`src/sv/lcbs_pkg.sv`:
```
package lcbs_pkg;

    // Field widths of the words on the two channels.
    localparam int TB_W     = 20;
    localparam int RATE_W   = 13;
    localparam int BG1_W    = 14;
    localparam int BG2_W    = 12;
    localparam int KB_W     = 5;
    localparam int NB_W     = 8;
    localparam int K1_OUT_W = 14;
    localparam int CRC_W    = 5;
    localparam int ZC_W     = 9;
    localparam int SET_W    = 3;
    localparam int BS_W     = 14;

    // Divider width: numerator b + d - 1 and b + c - 1 both fit 21 bits.
    localparam int DIV_W = 21;

    // Register reset values.
    localparam logic [BG1_W-1:0] MAX_BG1_RESET = 14'd8448;
    localparam logic [BG2_W-1:0] MAX_BG2_RESET = 12'd3840;

    // Base graph selection thresholds.
    localparam logic [TB_W-1:0]   BG2_SMALL_TB   = 20'd292;
    localparam logic [DIV_W-1:0]  BG2_MARGIN     = 21'd16;
    localparam int                RATE_BG2_NUM   = 67 * 1024;
    localparam logic [RATE_W-1:0] RATE_BG2_MAX   = RATE_W'(RATE_BG2_NUM / 100);
    localparam logic [RATE_W-1:0] RATE_BG2_FORCE = 13'd256;
    localparam logic [TB_W-1:0]   TB_LIMIT       = 20'd125000;

    // Segmentation constants.
    localparam logic [BG1_W-1:0] CB_CRC_LEN     = 14'd24;
    localparam logic [CRC_W-1:0] CRC_BITS_MULTI = 5'd24;
    localparam logic [CRC_W-1:0] CRC_BITS_NONE  = 5'd0;
    localparam logic [NB_W-1:0]  NUM_BLOCKS_MAX = 8'd128;

    // Information columns of the base graphs.
    localparam logic [KB_W-1:0] KB_BG1    = 5'd22;
    localparam logic [KB_W-1:0] KB_BG2_10 = 5'd10;
    localparam logic [KB_W-1:0] KB_BG2_9  = 5'd9;
    localparam logic [KB_W-1:0] KB_BG2_8  = 5'd8;
    localparam logic [KB_W-1:0] KB_BG2_6  = 5'd6;
    localparam logic [TB_W-1:0] KB_TB_640 = 20'd640;
    localparam logic [TB_W-1:0] KB_TB_560 = 20'd560;
    localparam logic [TB_W-1:0] KB_TB_192 = 20'd192;

    // Lifting size table, ascending, and the set index of each entry.
    localparam int LIFT_COUNT = 51;
    localparam int LIFT_IDX_W = $clog2(LIFT_COUNT);
    localparam logic [LIFT_IDX_W-1:0] LIFT_LAST = LIFT_IDX_W'(LIFT_COUNT - 1);

    localparam logic [ZC_W-1:0] LIFT_SIZE [LIFT_COUNT] = '{
        9'd2,   9'd3,   9'd4,   9'd5,   9'd6,   9'd7,   9'd8,   9'd9,
        9'd10,  9'd11,  9'd12,  9'd13,  9'd14,  9'd15,  9'd16,
        9'd18,  9'd20,  9'd22,  9'd24,  9'd26,  9'd28,  9'd30,  9'd32,
        9'd36,  9'd40,  9'd44,  9'd48,  9'd52,  9'd56,  9'd60,  9'd64,
        9'd72,  9'd80,  9'd88,  9'd96,  9'd104, 9'd112, 9'd120, 9'd128,
        9'd144, 9'd160, 9'd176, 9'd192, 9'd208, 9'd224, 9'd240, 9'd256,
        9'd288, 9'd320, 9'd352, 9'd384
    };

    localparam logic [SET_W-1:0] LIFT_SET [LIFT_COUNT] = '{
        3'd0, 3'd1, 3'd0, 3'd2, 3'd1, 3'd3, 3'd0, 3'd4,
        3'd2, 3'd5, 3'd1, 3'd6, 3'd3, 3'd7, 3'd0,
        3'd4, 3'd2, 3'd5, 3'd1, 3'd6, 3'd3, 3'd7, 3'd0,
        3'd4, 3'd2, 3'd5, 3'd1, 3'd6, 3'd3, 3'd7, 3'd0,
        3'd4, 3'd2, 3'd5, 3'd1, 3'd6, 3'd3, 3'd7, 3'd0,
        3'd4, 3'd2, 3'd5, 3'd1, 3'd6, 3'd3, 3'd7, 3'd0,
        3'd4, 3'd2, 3'd5, 3'd1
    };

    // APB register map, word addressed by paddr[2].
    localparam int PADDR_W = 3;
    typedef enum logic
    {
        REG_MAX_BG1 = 1'b0,
        REG_MAX_BG2 = 1'b1
    } lcbs_reg_t;

    // Side information that travels with an item down the pipeline.
    typedef struct packed
    {
        logic [TB_W-1:0] tb_bits;
        logic            bg2;
        logic [KB_W-1:0] kb;
        logic            single;
        logic            size_err;
        logic [NB_W-1:0] c_sat;
    } lcbs_item_t;

    // One result word.
    typedef struct packed
    {
        logic                base_graph;
        logic [NB_W-1:0]     num_blocks;
        logic [K1_OUT_W-1:0] bits_per_block;
        logic [CRC_W-1:0]    crc_bits;
        logic [ZC_W-1:0]     lifting_size;
        logic [SET_W-1:0]    lift_set;
        logic [BS_W-1:0]     block_size;
        logic                size_error;
    } lcbs_result_t;

endpackage

```
`src/sv/lcbs_ifs.sv`:
```


// Output channel: one segmentation result per word.
interface lcbs_out_if
    import lcbs_pkg::*;
();
    logic                valid;
    logic                ready;
    logic                base_graph;
    logic [NB_W-1:0]     num_blocks;
    logic [K1_OUT_W-1:0] bits_per_block;
    logic [CRC_W-1:0]    crc_bits;
    logic [ZC_W-1:0]     lifting_size;
    logic [SET_W-1:0]    lift_set;
    logic [BS_W-1:0]     block_size;
    logic                size_error;

    modport source (
        output valid, output base_graph, output num_blocks, output bits_per_block,
        output crc_bits, output lifting_size, output lift_set, output block_size,
        output size_error, input ready
    );
    modport sink (
        input valid, input base_graph, input num_blocks, input bits_per_block,
        input crc_bits, input lifting_size, input lift_set, input block_size,
        input size_error, output ready
    );
endinterface

```
`src/sv/lcbs_out_buf.sv`:
```
module lcbs_out_buf
    import lcbs_pkg::*;
(
    input  logic         clk,
    input  logic         rst_n,
    input  logic         in_valid,
    input  lcbs_result_t in_res,
    output logic         full,
    lcbs_out_if.source   seg_out
);

    // Two-entry queue that lets the pipeline run while a result waits.
    lcbs_result_t mem_reg [2];
    logic         wr_ptr_reg;
    logic         rd_ptr_reg;
    logic [1:0]   count_reg;
    logic [1:0]   count_next;
    logic         push;
    logic         pop;
    lcbs_result_t head;

    assign full = count_reg == 2'd2;
    assign push = in_valid && !full;
    assign pop  = seg_out.valid && seg_out.ready;

    always_comb
    begin
        count_next = count_reg;
        if (push && !pop)
        begin
            count_next = count_reg + 2'd1;
        end
        else if (pop && !push)
        begin
            count_next = count_reg - 2'd1;
        end
    end

    // Pointers and fill count.
    always_ff @(posedge clk or negedge rst_n)
    begin
        if (!rst_n)
        begin
            wr_ptr_reg <= 1'b0;
            rd_ptr_reg <= 1'b0;
            count_reg  <= 2'd0;
        end
        else
        begin
            count_reg <= count_next;
            if (push)
            begin
                wr_ptr_reg <= !wr_ptr_reg;
            end
            if (pop)
            begin
                rd_ptr_reg <= !rd_ptr_reg;
            end
        end
    end

    // Storage.
    always_ff @(posedge clk)
    begin
        if (push)
        begin
            mem_reg[wr_ptr_reg] <= in_res;
        end
    end

    // Head of the queue drives the channel.
    assign head                   = mem_reg[rd_ptr_reg];
    assign seg_out.valid          = count_reg != 2'd0;
    assign seg_out.base_graph     = head.base_graph;
    assign seg_out.num_blocks     = head.num_blocks;
    assign seg_out.bits_per_block = head.bits_per_block;
    assign seg_out.crc_bits       = head.crc_bits;
    assign seg_out.lifting_size   = head.lifting_size;
    assign seg_out.lift_set       = head.lift_set;
    assign seg_out.block_size     = head.block_size;
    assign seg_out.size_error     = head.size_error;

endmodule

```
`src/flat_wrapper.sv`:
```
// flat-port wrapper written by rule: the top's interface ports become plain ports
module lcbs_out_buf_flat import lcbs_pkg::*;
  (clk, rst_n, in_valid, in_res, full, seg_out_valid, seg_out_base_graph, seg_out_num_blocks, seg_out_bits_per_block, seg_out_crc_bits, seg_out_lifting_size, seg_out_lift_set, seg_out_block_size, seg_out_size_error, seg_out_ready);
  lcbs_out_if seg_out_i ();
  input  logic clk;
  input  logic rst_n;
  input  logic in_valid;
  input  lcbs_result_t in_res;
  output logic full;
  output wire logic [$bits(seg_out_i.valid)-1:0] seg_out_valid;
  output wire logic [$bits(seg_out_i.base_graph)-1:0] seg_out_base_graph;
  output wire logic [$bits(seg_out_i.num_blocks)-1:0] seg_out_num_blocks;
  output wire logic [$bits(seg_out_i.bits_per_block)-1:0] seg_out_bits_per_block;
  output wire logic [$bits(seg_out_i.crc_bits)-1:0] seg_out_crc_bits;
  output wire logic [$bits(seg_out_i.lifting_size)-1:0] seg_out_lifting_size;
  output wire logic [$bits(seg_out_i.lift_set)-1:0] seg_out_lift_set;
  output wire logic [$bits(seg_out_i.block_size)-1:0] seg_out_block_size;
  output wire logic [$bits(seg_out_i.size_error)-1:0] seg_out_size_error;
  input wire logic [$bits(seg_out_i.ready)-1:0] seg_out_ready;
  assign seg_out_valid = seg_out_i.valid;
  assign seg_out_base_graph = seg_out_i.base_graph;
  assign seg_out_num_blocks = seg_out_i.num_blocks;
  assign seg_out_bits_per_block = seg_out_i.bits_per_block;
  assign seg_out_crc_bits = seg_out_i.crc_bits;
  assign seg_out_lifting_size = seg_out_i.lifting_size;
  assign seg_out_lift_set = seg_out_i.lift_set;
  assign seg_out_block_size = seg_out_i.block_size;
  assign seg_out_size_error = seg_out_i.size_error;
  assign seg_out_i.ready = seg_out_ready;
  lcbs_out_buf u_core (.clk(clk), .rst_n(rst_n), .in_valid(in_valid), .in_res(in_res), .full(full), .seg_out(seg_out_i));
endmodule
```
`config.mk`:
```
export PLATFORM = sky130hd
export DESIGN_NAME = lcbs_out_buf_flat
export DESIGN_NICKNAME = d
export VERILOG_FILES = /design/src/sv/lcbs_pkg.sv /design/src/sv/lcbs_ifs.sv /design/src/sv/lcbs_out_buf.sv /design/src/flat_wrapper.sv
export SDC_FILE = /design/constraint.sdc
export NUM_CORES = 1
export LEC_CHECK = 0
export BUFFER_PORTS_ARGS = -buffer_cell sky130_fd_sc_hd__buf_2
export CORE_MARGIN = 2
export CORE_UTILIZATION = 45
export CTS_BUF_LIST = sky130_fd_sc_hd__clkbuf_8
export DETAILED_ROUTE_END_ITERATION = 8
export PLACE_DENSITY = 0.79
export SLEW_MARGIN = 20
export SYNTH_ARGS = -nofsm -noshare
export SYNTH_HDL_FRONTEND = slang
export SYNTH_SLANG_ARGS = --single-unit
```
`constraint.sdc`:
```
create_clock -name clk -period 3.7 [get_ports clk]
set_clock_uncertainty 0.15 [all_clocks]
set_input_delay 0.555 -clock clk [delete_from_list [all_inputs] [get_ports clk]]
set_output_delay 0.555 -clock clk [all_outputs]
set_load 0.005 [all_outputs]
```
==> flow_summary_export.csv, run 1 <==
group,metric,value,unit
critical_path,crit_fanout,56,
final_layout,largest_reg_flops,110,
critical_path,crit_type,"flop to primary output",
final_layout,final_common_cell,"buf_2",
cts,cts_resized,0,
final_layout,layout_common_cells,"115 x buf_2, 110 x edfxtp_1, 40 x mux2_4",
synthesis,ys_warn_count,0,
synthesis,synth_mux_area_share,17.8,%
final_layout,fill_cells,753,
outcome,outcome,"finished, final reports clean",
sta,fmax,367,MHz
global_route,grt_pass1_wl,10400,µm
global_route,antenna_found_initial,1,
final_layout,diodes,0,
place,gp_congestion,0.694,
global_route,grt_pass1_vias,2200,
floorplanning,num_io_pins,116,
critical_path,cp-start-kind,"flop",
synthesis,syn_area,0.00433,mm²
drt,wl_per_cell,14.9,µm
synthesis,synth_fa_ha_area_share,0.289,%
cts,clk_path_buf_depth,2,
cts,insertion_delay,0.39,ns
cts,clock-sinks,114,
drt,drt_iter0_drc,52,
drt,routed-via-count,2145,
cts,clk_pin_slew_worst_paths,0.07,ns
synthesis,synth_compound_area_share,0,%
synthesis,synth_top_area_share,76.2,%
final_layout,multi_input_area,871,µm²
floorplanning,rows,35,
sta,finalHoldViolations,0,
synthesis,postSynthAreaPerCell,22.8,µm²
global_route,grtUsageTotal,13.7,%
global_route,grt_max_degree,57,
drt,ant_nets,0,
cts,post_cts_buffers,0,
sta,drv_slew,0,
floorplanning,dieHeight,102,µm
hold_path,hp-class,"input pin to flop",
drt,first_pass_iters,4,
sta,maxSlewHeadroom,36.1,%
synthesis,ys_seq_area_share,78.5,%
floorplanning,dieWidth,102,µm
floorplanning,coreArea,0.00928,mm²
sta,grt_setup_unrepaired,"false",
power,total_power,0.00428,W
flow_run,drv_cap,0,
cts,cts_tree,"built",
synthesis,synth_top_family_by_area,"multiplexers",
drt,drc,0,
power,peakVddDrop,0.413,mV
final_layout,syn2layout_area_growth,26.4,%
synthesis,synthDistinctLibCells,16,
critical_path,critPathArrivalTime,2.02,ns
synthesis,ys_seq_elements,114,
synthesis,syn_inst,190,
sta,period_share,73.7,%
power,p_per_area,781,mW/mm²
sta,worst_pin_slew,0.958,ns
place,port_buffers,115,
cts,htree_levels,4,
final_layout,layout.nets,381,
sta,fin_tns_setup,0,ns
critical_path,required,2.99,ns
final_layout,seq_area,0.00341,mm²
floorplanning,die_area,0.0104,mm²
final_layout,drive_gt1_share,61.3,%
sta,whs,0.191,ns
sta,post-route-min-period,2.73,ns
floorplanning,initial_core_util,46.7,%
sta,finalSetupViolations,0,
place,dpl.hpwl,4450,µm
power,p_leak,2.19,nW
drt,via_per_inst,4.64,
synthesis,synth_xor_area_share,1.01,%
critical_path,cp-end-kind,"primary output",
cts,cts_buffers,17,
synthesis,synth.net_count,250,
global_route,grt_overflow,0,
synthesis,yosys.area_share.simple,0.837,%
cts,cts-hold-fix-buffers,1,
synthesis,yosys-top-cells-area,"edfxtp_1 76%, mux2_4 14%, mux2_2 3.9%",
drt,wirelength,6890,µm
cts,clock-root-buffer,"clkbuf_8",
synthesis,yosysTopAreaCell,"edfxtp_1",
cell type report:
cell class                 instances  area share (%)
clock buffer                      17            4.27
tap                              129            2.95
timing repair buffer             118            11.4
sequential                       114            62.2
clock inverter                    14            3.15
multi-input combinational         68            15.9
inverter                           2           0.137
through the flow:
step           area, µm²  setup WS, ns  util (%)  std cells
6_report            5480         0.972      59.0        462
3_5_place_dp        5060          1.36      54.5        430
2_1_floorplan       4330         0.134         -        190
5_1_grt             5480         0.846      59.0        462
3_3_place_gp        5060          1.37      54.5        430
4_1_cts             5480         0.910      59.0        462
metal layers:
metal	global-route usage, %	wire length [µm]	share of wire (%)	vias up
met2	23.5	3550	52	72
met1	14.8	2740	40	1048
met5	0	11	0.16	-
li1	-	-	-	1011
met3	6.16	499	7.2	12
met4	5.64	78	1.1	2
cell families (layout without fill, tap and decap cells):
kind of cell  after synthesis  count (layout)
flops                     114             114
fa+ha+maj                   1               1
buf+inv                     8             151
simple gates                7               7
xor+xnor                    5               5
mux                        55              55
critical path: stages, from the launching register on:
cell and delay [ns]:
dfrtp_4 1.05, mux2_2 0.42, buf_2 0.12
final timing paths:
| path | start | to | slack [ns] | depth (start not counted) |
|---|---|---|---|---|
| worst max-delay path | u_core.rd_ptr_reg$_DFFE_PN0P_ | seg_out_num_blocks[4] | 0.97 | 2 |
| max in group asynchronous | rst_n | u_core.rd_ptr_reg$_DFFE_PN0P_ | 2.91 | 2 |
| worst min-delay path | in_res[40] | u_core.mem_reg[0][40]$_DFFE_PP_ | 0.19 | 1 |
| worst min register to register | u_core.count_reg[1]$_DFFE_PN0P_ | u_core.count_reg[1]$_DFFE_PN0P_ | 0.35 | 1 |
| min in group asynchronous | rst_n | u_core.wr_ptr_reg$_DFFE_PN0N_ | 0.35 | 2 |
| worst max register to register | u_core.count_reg[0]$_DFFE_PN0P_ | u_core.mem_reg[0][30]$_DFFE_PP_ | 1.58 | 4 |
where the power goes:
group	internal (W)	switching, W	total [W]
Clock	0.000716	0.000461	0.00118
Sequential	0.00177	0.000230	0.00200
Combinational	0.000687	0.000419	0.00111
Total	0.00317	0.00111	0.00428
cell usage after synthesis:
| cell | instances |
|---|---|
| dfrtp_1 | 4 |
| xnor2_1 | 3 |
| or2_2 | 1 |
| nand2b_1 | 1 |
| edfxtp_1 | 110 |
| buf_2 | 1 |
| mux2_2 | 15 |
| nand2_1 | 1 |
| mux2_4 | 40 |
| ha_1 | 1 |
| buf_6 | 5 |
| nor2_1 | 2 |
| xor2_1 | 2 |
| nand2_2 | 1 |
| and3_1 | 1 |
| inv_1 | 2 |
No activity file was read; power rests on OpenSTA's default activity.
==> run 2, diff against run 1 <==
==> constraint.sdc (replaced) <==
create_clock -name clk -period 2.3 [get_ports clk]
set_clock_uncertainty 0.15 [all_clocks]
set_input_delay 0.345 -clock clk [delete_from_list [all_inputs] [get_ports clk]]
set_output_delay 0.345 -clock clk [all_outputs]
set_load 0.005 [all_outputs]
==> run 2 against run 1 <==
  * Core utilization rose by 5.4 points
  * Sequential power rose by 50%
  * Die area did not move
  * Via count rose by 9.7%
  * Setup slack got worse by 0.85 ns
  * Wire length rose by 14%
  * First-iteration DRC count rose by 92%
  * Largest power group unchanged
==> flow_summary_export.csv, run 2 (synthesis gave the netlist of run 1 again) <==
group,metric,value,unit
critical_path,required,1.80,ns
global_route,met2_usage,28.1,%
global_route,grt_overflow,0,
place,place_inst,434,
drt,drc,0,
drt,ant_nets,0,
drt,drt_iter0_drc,100,
floorplanning,num_io_pins,116,
sta,drv_slew,0,
global_route,top_usage_layer,"met2",
critical_path,crit_type,"flop to primary output",
power,peakVddDrop,0.666,mV
drt,via_per_inst,4.51,
cts,cts_buffers,17,
critical_path,endpoint,"seg_out_bits_per_block[13]",
sta,period_share,94.6,%
critical_path,cpPeakStageDelay,0.42,ns
final_layout,fill_cells,701,
final_layout,final_common_cell,"buf_2",
flow_run,drv_cap,0,
final_layout,multi_input_area,871,µm²
cts,htree_levels,4,
sta,whs,0.0624,ns
cts,clock-sinks,114,
critical_path,cp-end-kind,"primary output",
floorplanning,dieHeight,102,µm
final_layout,largest_reg_flops,110,
floorplanning,rows,35,
critical_path,cp_top_family,"buffers and inverters",
critical_path,crit_cells,3,
cts,insertion_delay,0.40,ns
critical_path,r2r_setup_slack,0.54,ns
final_layout,finalNonFillerCells,522,
floorplanning,initial_core_util,46.7,%
power,p_per_area,1120,mW/mm²
global_route,use_met3,6.16,%
critical_path,rr_endpoint,"u_core.mem_reg[1][42]$_DFFE_PP_",
critical_path,rr_startpoint,"u_core.count_reg[0]$_DFFE_PN0P_",
final_layout,layout.nets,440,
global_route,antenna_found_initial,0,
critical_path,crit_start,"u_core.rd_ptr_reg$_DFFE_PN0P_",
sta,maxSlewHeadroom,67.7,%
drt,wirelength,7820,µm
critical_path,cp_num_buf_inv,2,
final_layout,diodes,0,
drt,first_pass_iters,4,
outcome,outcome,"finished, final reports clean",
final_layout,layout_common_cells,"115 x buf_2, 110 x edfxtp_1, 56 x dlygate4sd3_1",
sta,finalHoldViolations,0,
cts,clk_pin_slew_worst_paths,0.06,ns
place,port_buffers,115,
critical_path,rr_worst_depth,3,
power,p_leak,2.41,nW
final_layout,seq_area,0.00341,mm²
critical_path,worstPathCellList,"buf_4 > mux2_2 > buf_2",
sta,grt_setup_unrepaired,"false",
cts,clock-root-buffer,"clkbuf_8",
power,total_power,0.00668,W
place,gp_congestion,0.686,
sta,post-route-min-period,2.18,ns
sta,fin_tns_setup,0,ns
floorplanning,coreArea,0.00928,mm²
global_route,use_met1,16.5,%
critical_path,cp-start-kind,"flop",
cts,clk_path_buf_depth,2,
critical_path,crit_slowest_cell,"dfrtp_4",
sta,fmax,460,MHz
place,dpl.hpwl,4700,µm
final_layout,syn2layout_area_growth,37.9,%
final_layout,drive_gt1_share,52.9,%
critical_path,crit_fanout,23,
global_route,grt_max_degree,37,
floorplanning,dieWidth,102,µm
global_route,grtUsageTotal,15.7,%
sta,worst_pin_slew,0.484,ns
sta,finalSetupViolations,0,
floorplanning,die_area,0.0104,mm²
global_route,grt_pass1_wl,11900,µm
cts,cts_tree,"built",
drt,wl_per_cell,15.0,µm
critical_path,critPathArrivalTime,1.68,ns
hold_path,hp-class,"input pin to flop",
global_route,grt_pass1_vias,2550,
drt,routed-via-count,2354,
run 2: cell types whose count changed in the layout (fill, tap and decap cells not counted):
cell / change
buf_12: -1
dlygate4sd3_1: +55
buf_4: +5
bufinv_16: -3
clkinv_4: +1
clkinvlp_4: -1
clkinv_1: +1
clkinv_2: +3
run 2: area by class of cell:
class	count	area share (%)
well taps	129	2.70
clock buffers	17	3.91
clock inverters	15	1.72
repair buffers	177	20.0
flip-flops and latches	114	57.0
inverters	2	0.126
multi-input cells	68	14.6
run 2: power by group:
group / switching [W] / internal [W] / total, W
clock: 0.000751 / 0.000821 / 0.00157
combinational: 0.000943 / 0.00117 / 0.00212
sequential: 0.000138 / 0.00285 / 0.00299
total: 0.00183 / 0.00484 / 0.00668
run 2: worst min path at each step:
stage / start / to / cells past startpoint
2_1_floorplan: rst_n / u_core.count_reg[0]$_DFFE_PN0P_ / 0
3_3_place_gp: rst_n / u_core.count_reg[0]$_DFFE_PN0P_ / 1
3_5_place_dp: rst_n / u_core.count_reg[0]$_DFFE_PN0P_ / 1
4_1_cts: seg_out_ready / u_core.rd_ptr_reg$_DFFE_PN0P_ / 3
5_1_grt: seg_out_ready / u_core.rd_ptr_reg$_DFFE_PN0P_ / 3
6_report: seg_out_ready / u_core.rd_ptr_reg$_DFFE_PN0P_ / 3
run 2: through the flow:
step	area, µm²	worst slack, ns	utilization (%)
final	5980	0.125	64.4
after global routing	5980	0.0237	64.4
after CTS	5980	0.0543	64.4
after detailed placement	5080	0.512	54.7
after global placement	5080	0.548	54.7
after floorplan	4340	0.268	-
run 2: what timing repair did:
item | in CTS | in global routing
gates resized for setup | 0 | 0
endpoints found under the hold margin | 114 | 0
setup buffers | 0 | 0
hold buffers | 56 | 0
endpoints found under the setup margin | 0 | 0
run 2: routing by layer:
metal / share of wire [%] / up-vias / routed length, µm
met5: 0 / - / 0
met2: 52 / 80 / 4100
met4: 0.99 / 0 / 77
met1: 40 / 1141 / 3150
li1: - / 1124 / -
met3: 6.2 / 9 / 487
run 2: worst min-delay path, stage by stage:
cell and delay (ns):
buf_2 0.10, nand2_2 0.07, xnor2_1 0.06
